$ cat src/lmfs_pkg.sv
// Shared types and constants for the limp-mode fault supervisor.
// Used by lmfs_core, limp_mode_fault_supervisor and the port checker.
`default_nettype none

package lmfs_pkg;

	// Configuration register indexes, in the order of the register map.
	localparam int unsigned CFG_IDX_W = 3;
	localparam logic [CFG_IDX_W-1:0] REG_FUEL_CUT_RPM     = 3'd0;
	localparam logic [CFG_IDX_W-1:0] REG_MAX_RPM          = 3'd1;
	localparam logic [CFG_IDX_W-1:0] REG_COOLANT_LIMIT    = 3'd2;
	localparam logic [CFG_IDX_W-1:0] REG_BATTERY_MIN      = 3'd3;
	localparam logic [CFG_IDX_W-1:0] REG_BATTERY_MAX      = 3'd4;
	localparam logic [CFG_IDX_W-1:0] REG_MIN_LIMP_MS      = 3'd5;
	localparam logic [CFG_IDX_W-1:0] REG_RECOVERY_HOLD_MS = 3'd6;

	localparam int unsigned CFG_DATA_W = 16;
	localparam int unsigned TIME_W     = 32;

	// Register values after reset.
	localparam logic [15:0]        RST_FUEL_CUT_RPM     = 16'd7000;
	localparam logic [15:0]        RST_MAX_RPM          = 16'd7500;
	localparam logic signed [15:0] RST_COOLANT_LIMIT    = 16'sd120;
	localparam logic [15:0]        RST_BATTERY_MIN      = 16'd90;
	localparam logic [15:0]        RST_BATTERY_MAX      = 16'd160;
	localparam logic [15:0]        RST_MIN_LIMP_MS      = 16'd5000;
	localparam logic [15:0]        RST_RECOVERY_HOLD_MS = 16'd2000;

	typedef struct packed {
		logic [15:0]        fuel_cut_rpm;
		logic [15:0]        max_rpm;
		logic signed [15:0] coolant_limit;
		logic [15:0]        battery_min;
		logic [15:0]        battery_max;
		logic [15:0]        min_limp_ms;
		logic [15:0]        recovery_hold_ms;
	} lmfs_cfg_t;

	// Declared last field first, so now_ms lands in the lowest bits.
	typedef struct packed {
		logic               recover_request;
		logic               conditions_safe;
		logic [15:0]        battery_decivolts;
		logic signed [15:0] coolant_temp;
		logic [15:0]        engine_rpm;
		logic [TIME_W-1:0]  now_ms;
	} lmfs_sample_t;

	// Declared last field first, so limp_active lands in bit 0.
	typedef struct packed {
		logic limp_exited;
		logic recovery_armed;
		logic limp_entered;
		logic battery_fault;
		logic overheat_fault;
		logic over_rev_fault;
		logic limp_active;
	} lmfs_result_t;

	typedef struct packed {
		logic              limp_on;
		logic [TIME_W-1:0] limp_start_ms;
		logic              hold_armed;
		logic [TIME_W-1:0] hold_start_ms;
	} lmfs_state_t;

	localparam int unsigned SAMPLE_W    = $bits(lmfs_sample_t);
	localparam int unsigned RESULT_W    = $bits(lmfs_result_t);
	localparam int unsigned IN_TDATA_W  = ((SAMPLE_W + 7) / 8) * 8;
	localparam int unsigned OUT_TDATA_W = ((RESULT_W + 7) / 8) * 8;

endpackage

`default_nettype wire

$ cat src/lmfs_core.sv
// Fault checks and limp-mode state update for one sample.
// Depends on lmfs_pkg for the sample, state, result and register types.
`default_nettype none

module lmfs_core import lmfs_pkg::*; (
	input  wire lmfs_cfg_t    cfg,
	input  wire lmfs_state_t  state,
	input  wire lmfs_sample_t sample,
	output lmfs_state_t       state_next,
	output lmfs_result_t      result
);

	logic              f_rev;
	logic              f_heat;
	logic              f_bat;
	logic              entered;
	logic              exited;
	logic              limp_mid;
	logic [TIME_W-1:0] start_mid;
	logic              armed_mid;
	logic [TIME_W-1:0] hold_mid;
	logic [TIME_W-1:0] since_entry;
	logic [TIME_W-1:0] since_arm;
	logic              may_recover;

	always_comb begin
		f_rev  = (sample.engine_rpm >= cfg.fuel_cut_rpm) || (sample.engine_rpm > cfg.max_rpm);
		f_heat = sample.coolant_temp > cfg.coolant_limit;
		f_bat  = (sample.battery_decivolts < cfg.battery_min)
			|| (sample.battery_decivolts > cfg.battery_max);

		// A fault on a sample outside limp mode enters it and stamps the entry time.
		entered   = (f_rev || f_heat || f_bat) && !state.limp_on;
		limp_mid  = state.limp_on || entered;
		start_mid = entered ? sample.now_ms : state.limp_start_ms;

		// An unsafe sample drops any running hold window.
		armed_mid = sample.conditions_safe && state.hold_armed;
		hold_mid  = sample.conditions_safe ? state.hold_start_ms : '0;

		since_entry = sample.now_ms - start_mid;
		since_arm   = sample.now_ms - hold_mid;
		may_recover = sample.recover_request && limp_mid
			&& (since_entry >= {{(TIME_W-16){1'b0}}, cfg.min_limp_ms});

		state_next.limp_on       = limp_mid;
		state_next.limp_start_ms = start_mid;
		state_next.hold_armed    = armed_mid;
		state_next.hold_start_ms = hold_mid;
		exited = 1'b0;

		if (may_recover) begin
			if (!armed_mid) begin
				state_next.hold_armed    = 1'b1;
				state_next.hold_start_ms = sample.now_ms;
			end else if (since_arm >= {{(TIME_W-16){1'b0}}, cfg.recovery_hold_ms}) begin
				state_next = '0;
				exited     = 1'b1;
			end
		end

		result.limp_active    = state_next.limp_on;
		result.over_rev_fault = f_rev;
		result.overheat_fault = f_heat;
		result.battery_fault  = f_bat;
		result.limp_entered   = entered;
		result.recovery_armed = state_next.hold_armed;
		result.limp_exited    = exited;
	end

endmodule

`default_nettype wire

$ cat src/limp_mode_fault_supervisor.sv
// Top level of the limp-mode fault supervisor: stream ports, register file,
// sample register, result register. Depends on lmfs_pkg and lmfs_core.
`default_nettype none

// Channel   Direction  Handshake                     Payload
// s_axis    in         s_axis_tvalid/s_axis_tready   one monitoring sample
// m_axis    out        m_axis_tvalid/m_axis_tready   one result per sample
// cfg       in         cfg_valid/cfg_ready           register index and value
//
// Each accepted sample yields exactly one result: it is registered in the
// sample register, then passes through the fault and recovery logic into
// the result register. A new sample can be taken on every cycle while
// m_axis does not stall, so throughput is one sample per clock; the state
// update in lmfs_core is combinational, which is what allows that rate.
// Reset (arst_n low) empties both stages, clears the limp state and loads
// the register defaults. A stall on m_axis holds the result and lets one
// more sample sit in the sample register before s_axis_tready drops.
// The configuration port takes a write on every cycle it is offered one.

module limp_mode_fault_supervisor import lmfs_pkg::*; (
	input  wire                    clk,
	input  wire                    arst_n,
	input  wire                    s_axis_tvalid,
	output logic                   s_axis_tready,
	// Fields from bit 0 up: now_ms[31:0], engine_rpm[47:32], coolant_temp[63:48],
	// battery_decivolts[79:64], conditions_safe[80], recover_request[81], zero pad.
	input  wire [IN_TDATA_W-1:0]   s_axis_tdata,
	output logic                   m_axis_tvalid,
	input  wire                    m_axis_tready,
	// Fields from bit 0 up: limp_active, over_rev_fault, overheat_fault,
	// battery_fault, limp_entered, recovery_armed, limp_exited, zero pad.
	output logic [OUT_TDATA_W-1:0] m_axis_tdata,
	input  wire                    cfg_valid,
	output logic                   cfg_ready,
	input  wire [CFG_IDX_W-1:0]    cfg_index,
	input  wire [CFG_DATA_W-1:0]   cfg_data
);

	lmfs_cfg_t    cfg_q;
	lmfs_state_t  state_q;
	lmfs_state_t  state_next;
	lmfs_sample_t sample_s1;
	logic         valid_s1;
	lmfs_result_t result_next;
	lmfs_result_t result_s2;
	logic         valid_s2;
	logic         advance;

	// The register file never pushes back.
	assign cfg_ready = 1'b1;

	always_ff @(posedge clk or negedge arst_n) begin
		if (!arst_n) begin
			cfg_q.fuel_cut_rpm     <= RST_FUEL_CUT_RPM;
			cfg_q.max_rpm          <= RST_MAX_RPM;
			cfg_q.coolant_limit    <= RST_COOLANT_LIMIT;
			cfg_q.battery_min      <= RST_BATTERY_MIN;
			cfg_q.battery_max      <= RST_BATTERY_MAX;
			cfg_q.min_limp_ms      <= RST_MIN_LIMP_MS;
			cfg_q.recovery_hold_ms <= RST_RECOVERY_HOLD_MS;
		end else if (cfg_valid && cfg_ready) begin
			unique case (cfg_index)
				REG_FUEL_CUT_RPM:     cfg_q.fuel_cut_rpm     <= cfg_data;
				REG_MAX_RPM:          cfg_q.max_rpm          <= cfg_data;
				REG_COOLANT_LIMIT:    cfg_q.coolant_limit    <= cfg_data;
				REG_BATTERY_MIN:      cfg_q.battery_min      <= cfg_data;
				REG_BATTERY_MAX:      cfg_q.battery_max      <= cfg_data;
				REG_MIN_LIMP_MS:      cfg_q.min_limp_ms      <= cfg_data;
				REG_RECOVERY_HOLD_MS: cfg_q.recovery_hold_ms <= cfg_data;
				default: ;
			endcase
		end
	end

	// The sample stage moves on whenever the result register is free or
	// being emptied in this cycle.
	assign advance       = valid_s1 && (!valid_s2 || m_axis_tready);
	assign s_axis_tready = !valid_s1 || advance;

	always_ff @(posedge clk or negedge arst_n) begin
		if (!arst_n) begin
			valid_s1 <= 1'b0;
		end else if (s_axis_tready) begin
			valid_s1 <= s_axis_tvalid;
		end
	end

	always_ff @(posedge clk) begin
		if (s_axis_tvalid && s_axis_tready) begin
			sample_s1 <= lmfs_sample_t'(s_axis_tdata[SAMPLE_W-1:0]);
		end
	end

	lmfs_core u_core (
		.cfg        (cfg_q),
		.state      (state_q),
		.sample     (sample_s1),
		.state_next (state_next),
		.result     (result_next)
	);

	// The limp state only moves when a sample actually passes into the
	// result register, so a stalled output never replays an update.
	always_ff @(posedge clk or negedge arst_n) begin
		if (!arst_n) begin
			state_q  <= '0;
			valid_s2 <= 1'b0;
		end else if (advance) begin
			state_q  <= state_next;
			valid_s2 <= 1'b1;
		end else if (m_axis_tready) begin
			valid_s2 <= 1'b0;
		end
	end

	always_ff @(posedge clk) begin
		if (advance) begin
			result_s2 <= result_next;
		end
	end

	assign m_axis_tvalid = valid_s2;
	assign m_axis_tdata  = {{(OUT_TDATA_W-RESULT_W){1'b0}}, result_s2};

endmodule

`default_nettype wire

$ cat config.mk
export PLATFORM = sky130hd
export DESIGN_NAME = limp_mode_fault_supervisor
export DESIGN_NICKNAME = d
export VERILOG_FILES = /design/src/lmfs_pkg.sv /design/src/lmfs_core.sv /design/src/limp_mode_fault_supervisor.sv
export SDC_FILE = /design/constraint.sdc
export NUM_CORES = 1
export LEC_CHECK = 0
export ABC_AREA = 1
export BUFFER_PORTS_ARGS = -buffer_cell sky130_fd_sc_hd__clkbuf_2
export CAP_MARGIN = 20
export CORE_MARGIN = 3
export CORE_UTILIZATION = 62
export DETAILED_ROUTE_END_ITERATION = 16
export HOLD_SLACK_MARGIN = 0.12
export PLACE_DENSITY = 0.91
export SYNTH_ARGS = -nofsm -noshare
export SYNTH_HDL_FRONTEND = slang
export SYNTH_SLANG_ARGS = --single-unit
$ cat constraint.sdc
create_clock -name clk -period 6.31 [get_ports clk]
set_clock_uncertainty 0.15 [all_clocks]
set_input_delay 0.631 -clock clk [delete_from_list [all_inputs] [get_ports clk]]
set_output_delay 0.631 -clock clk [all_outputs]
set_load 0.03 [all_outputs]
**After elaboration in Yosys (flattened, before gate mapping)**

Cells that the tools add are included.

- Logic and storage cells: 76
- Memories kept: 0
- Bits in writable memories: 0
- Bits in registers: 269
- Bits in latches: 0
- Input bits: 112
- ROM bits: 0

- Order comparisons: 7
- Mux-type cells: 9
- Div/mod/pow operators: 0
- Shifts and indexed selects: 0
- Reductions and logical operators: 26
- Bitwise logic cells: 0
- $add $sub $neg: 2
- Multiply operators: 0
- Equality and inequality tests: 6

Operators with widths:

| cell | count |
|---|---|
| 66-bit two-way mux | 2 |
| 33-bit two-way mux | 2 |
| 32-bit by 16-bit >= comparator with 1-bit output | 2 |
| 32-bit two-way mux | 2 |
| 32-bit subtractor | 2 |
| 16-bit > comparator | 3 |
| 16-bit >= comparator | 1 |
| 16-bit < comparator | 1 |
| 2-bit AND reduction | 8 |
| 3-bit equality test, second input constant | 3 |
| 1-bit logical OR | 7 |
| 3-bit by 2-bit equality test with 1-bit output, second input constant | 2 |
| 1-bit logical AND | 6 |
| 3-bit by 1-bit equality test with 1-bit output, second input constant | 1 |
| 1-bit zero test | 3 |
| 3-bit zero test | 1 |
| 1-bit two-way mux | 3 |
| 2-bit nonzero test | 1 |

**Depth between registers and ports, before layout**

Gate-level depths: netlist of run 1.

- Depth after elaboration: 10
- Mapped depth: 49

**Modules after synthesis**

A second synthesis of run 1 with hierarchy kept.

- Cell total of the unflattened synthesis: 2934
- Area total of the unflattened synthesis: 19982.9 µm²

Modules (own cells, without submodules):

| module | area an instance (µm²) | times used | cells each |
|---|---|---|---|
| lmfs_core | 10232.3 | 1 | 2050 |
| limp_mode_fault_supervisor | 9750.6 | 1 | 884 |

**Worst setup path before layout of run 1**

No wires, ideal clock.

- Path type: register -> register
- From: register cfg_q[105] (netlist name)
- To: register result_s2, in the netlist m_axis_tdata[5] (data pin)
- Path buffers: 3
- Setup slack: 0.858 ns
- Clock period less this slack: 5.452 ns
- Data arrival time: 5.035 ns
- Stages on the path, launching flop included: 42
- Required time: 5.894 ns
- Cell sequence: dfstp_2 inv_1 ha_1 nand2_1 inv_1 o21ai_0 nand2_1 a21oi_1 nand3_1 nor2_1 nand3_1 nand2_1 clkbuf_1 clkbuf_1 nand2_1 o21ai_0 ha_1 inv_1 (+6 left out) nand2_1 xor2_1 ha_1 nand2_1 nor2_1 a211oi_1 nand2_1 nand2_1 nand3_1 nor2_1 nand3_1 nor2_1 nand3_1 nor2_2 nand3_4 nand2_4 buf_6 a21oi_1

RTL lines:

| what | RTL line | text |
|---|---|---|
| start: declaration | limp_mode_fault_supervisor.sv:39 | `lmfs_cfg_t cfg_q;` |
| end signal: assignment | limp_mode_fault_supervisor.sv:118 | `result_s2 <= result_next;` |
| end: declaration | limp_mode_fault_supervisor.sv:45 | `lmfs_result_t result_s2;` |

==> results of run 1 <==
-- flip-flops by register name (all words and copies together), names as in the netlist --
name           flops
state_q           66
m_axis_tvalid      1
cfg_q            112
sample_s1         82
valid_s1           1
m_axis_tdata       7
-- synthesized netlist by cell type, drive strengths merged (4+ instances only) --
cell / instances
a21oi: 93
and2: 4
buf: 17
clkbuf: 55
dfrtp: 145
dfstp: 35
edfxtp: 89
ha: 175
inv: 423
nand2: 967
nand3: 106
nand3b: 8
nand4: 64
nor2: 143
nor3: 17
nor4: 4
o21a: 6
o21ai: 202
o21bai: 6
xnor2: 5
xor2: 28
-- area by class of cell --
class | count | area (µm²)
Multi-Input combinational cell | 1845 | 9760
Fill cell | 1967 | 7460
Sequential cell | 269 | 7220
Timing Repair Buffer | 218 | 1640
Inverter | 424 | 1590
Clock buffer | 36 | 836
Tap cell | 384 | 480
Clock inverter | 18 | 170
Antenna cell | 5 | 12.5
-- worst max-delay path: cells and delay by family (launching register included) --
kind,cells,cell delay (ps)
AO/OA/AOI/OAI,3,380
XOR/XNOR,1,190
adder cells (fa/ha/maj),4,1150
buffers and inverters,5,540
flip-flops,1,550
AND/OR/NAND/NOR,31,2930
-- metrics by stage --
step | area, µm² | util [%] | hold WS (ps) | TNS, ps | setup slack (ps)
2_1_floorplan | 18700 | - | 185 | 0 | 858
3_3_place_gp | 19600 | 67.1 | 311 | 0 | 298
3_5_place_dp | 19600 | 67.2 | 315 | 0 | 78.6
4_1_cts | 21400 | 73.4 | 127 | 0 | 37.9
5_1_grt | 21700 | 74.4 | 129 | -1120 | -72.9
6_report | 21700 | 74.4 | 141 | 0 | 253
-- worst max path at each step --
stage | to | depth (start not counted) | start | slack (ps)
2_1_floorplan | m_axis_tdata[5]$_DFFE_PP_ | 41 | cfg_q[105]$_DFFE_PN1P_ | 860
3_3_place_gp | m_axis_tdata[5]$_DFFE_PP_ | 38 | cfg_q[105]$_DFFE_PN1P_ | 300
3_5_place_dp | m_axis_tdata[5]$_DFFE_PP_ | 37 | cfg_q[70]$_DFFE_PN1P_ | 80
4_1_cts | state_q[25]$_DFFE_PN0P_ | 42 | cfg_q[68]$_DFFE_PN1P_ | 40
5_1_grt | state_q[7]$_DFFE_PN0P_ | 43 | cfg_q[68]$_DFFE_PN1P_ | -70
6_report | state_q[35]$_DFFE_PN0P_ | 44 | cfg_q[49]$_DFFE_PN1P_ | 250
-- report_power, final --
group          internal [µW]  switching (µW)
registers               2200             225
clock network           1000             818
logic                   1370            2530
total                   4570            3570
-- routing by layer --
layer / global-route usage [%] / routed length, µm
met1: 43.6 / 21700
met2: 58.9 / 27900
met3: 6.81 / 6720
met4: 18.8 / 4210
met5: 0 / 0
-- what timing repair did --
action / 4_1_cts / 5_1_grt
hold buffers: 75 / 0
hold endpoints to repair: 115 / 0
buffers inserted: 5 / 2
pin swaps: 2 / 7
resized for setup: 3 / 54
gates cloned: 1 / 3
setup endpoints to repair: 50 / 69
-- cells by family (layout without fill, tap and decap cells) --
family                     Yosys count  count (layout)
AOI/OAI and AO/OA                  315             315
and+or+nand+nor                   1315            1318
DFF                                269             269
xor gates and xnor gates            33              33
adders and majority gates          177             177
other                                2               7
buffers and inverters              496             696
-- cells in the final DEF (no fill, tap or decap), types with 3 or more instances in the layout --
cell,count
edfxtp_1,89
xor2_1,25
o21ai_0,177
nor2_2,13
inv_1,420
nor3_1,16
clkbuf_16,33
buf_6,3
nor4_1,4
nand2_1,958
clkbuf_2,113
xnor2_1,5
buf_12,3
ha_2,3
o21a_1,6
nand3b_1,8
o21bai_1,5
inv_4,6
nand3_2,4
and2_1,4
inv_2,3
diode_2,5
dlygate4sd3_1,75
nand3_4,4
ha_1,170
nand2_2,8
o21ai_1,19
a21o_1,3
buf_4,21
dfstp_2,35
clkinv_4,7
xor2_2,3
a21oi_1,90
nand4_1,64
dfrtp_1,145
nand3_1,99
o21ai_2,6
nor2_1,129
==> metrics.yaml, run 1 <==
outcome:
  outcome: "completed"
setup_path:
  crit_path_top_delay_cell: "dfstp_2"
  startpoint_type: "flip-flop"
  arrival_ps: 6360
  r2r-end: "state_q[35]$_DFFE_PN0P_"
  r2r-start: "cfg_q[49]$_DFFE_PN1P_"
  crit_type: "flip-flop to flip-flop"
  path_common_cell: "nand2_1"
  worstPathMaxFanout: 13
  reg2reg_slack_ps: 250
  worstSetupEndpointType: "flip-flop"
  required_ps: 6610
  ff2ff_path_depth: 44
  slowest_delay_ps: 550
logic_synthesis:
  synth_top_cell_area_share_pct: 19.4
  synth_edf_count: 89
  synth-compound-area-share_pct: 8.72
  synthXorXnorAreaFrac_pct: 1.55
  synth-seq-area-share_pct: 38.6
  netlist_instances: 2607
  yosys.area_share.simple_pct: 28.8
  syn_area_um2: 18700
  ys_types: 42
  ys_ff_latch: 269
  avgSynthCellArea_um2: 7.17
  yosysTopAreaCell: "dfrtp_1"
  synth_nets: 2896
  async_flop_share_pct: 66.9
  synth_fa_ha_area_share_pct: 11.9
  synth_top_family_by_area: "simple AND/OR/NAND/NOR gates"
  ys_top_cells_by_area: "dfrtp_1 (19%), nand2_1 (19%), edfxtp_1 (14%)"
  ys.flop_type: "dfrtp_1"
  ys_warn_count: 0
  synthMuxAreaShare_pct: 0
clocking:
  cts_root_buf: "clkbuf_16"
  htreeDepth: 1
  cts_tree: "built"
  cts_buffers: 29
  clock_sinks: 269
  clockBufferDepth: 3
  clock_latency_ps: 600
  path_clk_slew_ps: 80
drt:
  drc: 0
  drt_iter0_markers: 2572
  num_vias: 19300
  post_drt_wl_per_cell_um: 18.9
  drt_first_pass_iters: 9
  routed_wl_um: 60500
  via_per_inst: 6.03
  final_antenna_net_count: 0
global_route:
  antenna_found_initial: 4
  grt_pass1_vias: 18600
  overflow: 0
  grt_max_degree: 71
  grt_usage_pct: 35.3
  grt_pass1_wl_um: 93800
worst_hold_path:
  hold_depth: 1
  hp-class: "input port to flip-flop"
  hold_end: "sample_s1[13]$_DFFE_PP_"
  min-delay-start: "s_axis_tdata[13]"
power:
  p_per_area_nw_per_um2: 375
  total_power_uw: 8150
  power_leakage_uw: 0.0117
  vdd_drop_max_mv: 0.339
placed_design:
  gp_congestion: 0.973
  dp.cells: 3053
  dp_hpwl_um: 37500
  io_buffers: 114
sta:
  finalCritPeriodShare_pct: 96.0
  setup_violations: 0
  hold_viol_final: 0
  slew_headroom_pct: 29.8
  tightest_slew_ps: 1050
  slew_viol_final: 0
  period_needed_ps: 6060
  max_freq_mhz: 165
die:
  num_rows: 62
  initial_utilization_pct: 64.1
  dieWidth_um: 180
  ioPinCount: 123
  fp.coreArea_um2: 29200
  chipHeight_um: 180
  dieArea_um2: 32300
layout:
  drive_gt1_share_pct: 10.3
  stdcell_count: 3199
  fin_nets: 3076
  areaGrowthSynthToFinish_pct: 16.1
job:
  cap_viol_max_count: 0
(Power assumes the default switching activity.)
==> run 2: changes to the inputs <==
Settings changed: CORE_ASPECT_RATIO set to 1.4, PLACE_DENSITY 0.91 to 0.81.
==> metrics.yaml, run 2 (synthesis results as in run 1) <==
die:
  fp.coreArea_um2: 29400  # was 29200 µm²
  num_rows: 74  # was 62
  dieWidth_um: 153  # was 180 µm
  ioPinCount: 123  # unchanged
  dieArea_um2: 32300  # about the same
  chipHeight_um: 211  # was 180 µm
  initial_utilization_pct: 63.5  # was 64.1%
global_route:
  grt_max_degree: 76  # was 71
  overflow: 0  # unchanged
  antenna_found_initial: 0  # was 4
  grt_pass1_vias: 17700  # was 18600
  grt_usage_pct: 34.4  # was 35.3%
  grt_pass1_wl_um: 89900  # was 93800 µm
setup_path:
  path_common_cell: "nand2_1"  # unchanged
  startpoint_type: "flip-flop"  # unchanged
  slowest_delay_ps: 530  # was 550 ps
  cp_top_family: "simple AND/OR/NAND/NOR gates"  # unchanged
  arrival_ps: 6140  # was 6360 ps
  worstSetupStartpoint: "cfg_q[70]$_DFFE_PN1P_"  # was cfg_q[49]$_DFFE_PN1P_
  required_ps: 6630  # was 6610 ps
  crit_path_top_delay_cell: "dfstp_2"  # unchanged
  crit_type: "flip-flop to flip-flop"  # unchanged
  critical_path_buf_inv_count: 4  # was 5
  worstPathMaxFanout: 32  # was 13
  r2r-start: "cfg_q[70]$_DFFE_PN1P_"  # was cfg_q[49]$_DFFE_PN1P_
  worstSetupEndpointType: "flip-flop"  # unchanged
layout:
  fill_cells: 2227  # was 1967
  final_cell_mix: "nand2_1 (960), inv_1 (421), o21ai_0 (181)"  # was nand2_1 (958), inv_1 (420), o21ai_0 (177)
  drive_gt1_share_pct: 9.57  # was 10.3%
  antenna_cells: 0  # was 5
  areaGrowthSynthToFinish_pct: 15.5  # was 16.1%
  layout_commonest_cell: "nand2_1"  # unchanged
  fin_nets: 3079  # was 3076
  reg_top3: "cfg_q: 112 flops, sample_s1: 82 flops, state_q: 66 flops"  # unchanged
  regMostFlops: "cfg_q"  # unchanged
  largest_reg_flops: 112  # unchanged
  fin_util_pct: 73.3  # was 74.4%
sta:
  hold_viol_final: 0  # unchanged
  setup_ws_ps: 490  # was 253 ps
  finalCritPeriodShare_pct: 92.2  # was 96.0%
  max_freq_mhz: 172  # was 165 MHz
  tightest_slew_ps: 1050  # about the same
  slew_viol_final: 0  # unchanged
  slew_headroom_pct: 29.6  # was 29.8%
  whs_ps: 185  # was 141 ps
  setup_violations: 0  # unchanged
  period_needed_ps: 5820  # was 6060 ps
job:
  cap_viol_max_count: 0  # unchanged
power:
  power_leakage_uw: 0.0116  # was 0.0117 µW
  vdd_drop_max_mv: 0.288  # was 0.339 mV
  p_per_area_nw_per_um2: 362  # was 375 nW/µm²
drt:
  via_per_inst: 5.61  # was 6.03
  drt_first_pass_iters: 6  # was 9
  final_antenna_net_count: 0  # unchanged
  num_vias: 17900  # was 19300
  post_drt_wl_per_cell_um: 17.7  # was 18.9 µm
  drc: 0  # unchanged
  drt_iter0_markers: 1402  # was 2572
  routed_wl_um: 56500  # was 60500 µm
clocking:
  cts_buffers: 28  # was 29
  path_clk_slew_ps: 60  # was 80 ps
  cts_root_buf: "clkbuf_16"  # unchanged
  clock_latency_ps: 580  # was 600 ps
  clockBufferDepth: 3  # unchanged
  clock_sinks: 269  # unchanged
  cts_tree: "built"  # unchanged
  htreeDepth: 1  # unchanged
worst_hold_path:
  min-delay-start: "s_axis_tvalid"  # was s_axis_tdata[13]
  hp-class: "input port to flip-flop"  # unchanged
placed_design:
  dp_slack_ps: 34.0  # was 78.6 ps
  gp_congestion: 0.954  # was 0.973
  io_buffers: 114  # unchanged
  dp_hpwl_um: 38100  # was 37500 µm
outcome:
  outcome: "completed"  # unchanged
## run 2: worst paths after layout
check	to	slack [ps]	depth (start not counted)
max in group asynchronous	state_q[39]$_DFFE_PN0P_	4200	3
worst max register to register	state_q[14]$_DFFE_PN0P_	490	40
worst max-delay path	state_q[14]$_DFFE_PN0P_	490	40
worst min register to register	state_q[5]$_DFFE_PN0P_	330	2
min in group asynchronous	state_q[24]$_DFFE_PN0P_	530	2
worst min-delay path	valid_s1$_DFFE_PN0N_	180	3
## run 2: worst reg2reg max path, delay by kind of cell, from the launching register on
family,cells,cell delay [ps]
AO/OA/AOI/OAI,3,460
XOR/XNOR,1,220
buffers and inverters,4,530
AND/OR/NAND/NOR,29,2990
flip-flops,1,530
adder cells (fa/ha/maj),3,850
## run 2: layer usage
layer / GRT usage (%) / part of all wire [%] / up-vias
met4: 22.4 / 7.7 / 0
met5: 0 / 0 / -
met2: 59.5 / 48 / 825
met3: 3.72 / 6.4 / 253
li1: - / - / 8628
met1: 40.8 / 38 / 8187
## run 2: final cells by class
| class | instances | area [µm²] | share of cell area [%] |
|---|---|---|---|
| repair buffers | 224 | 1680 | 7.80 |
| inverters | 424 | 1590 | 7.38 |
| flip-flops and latches | 269 | 7220 | 33.4 |
| well taps | 380 | 475 | 2.20 |
| clock inverters | 12 | 138 | 0.637 |
| clock buffers | 40 | 807 | 3.74 |
| multi-input cells | 1843 | 9680 | 44.8 |
## run 2: where the power goes
group | switching, µW | total, µW | internal, µW
Sequential | 203 | 2400 | 2200
Combinational | 2360 | 3700 | 1340
Clock | 746 | 1720 | 978
Total | 3310 | 7820 | 4520
## run 2: what timing repair did
action / in CTS / in global routing
gates resized for setup: 1 / 37
hold endpoints to repair: 148 / 0
pin swaps: 0 / 6
setup buffers: 0 / 5
endpoints found under the setup margin: 6 / 69
cloned: 0 / 1
hold buffers: 83 / 0
## run 2: metrics by stage
step                      power, µW  std cells  setup TNS (ps)  area (µm²)
after CTS                      7640       3185               0       21400
final                          7820       3192               0       21600
after global placement         5720       3050               0       19600
after global routing           8460       3192           -49.4       21600
after detailed placement       5850       3050               0       19600
after floorplan                4950       2607               0       18700
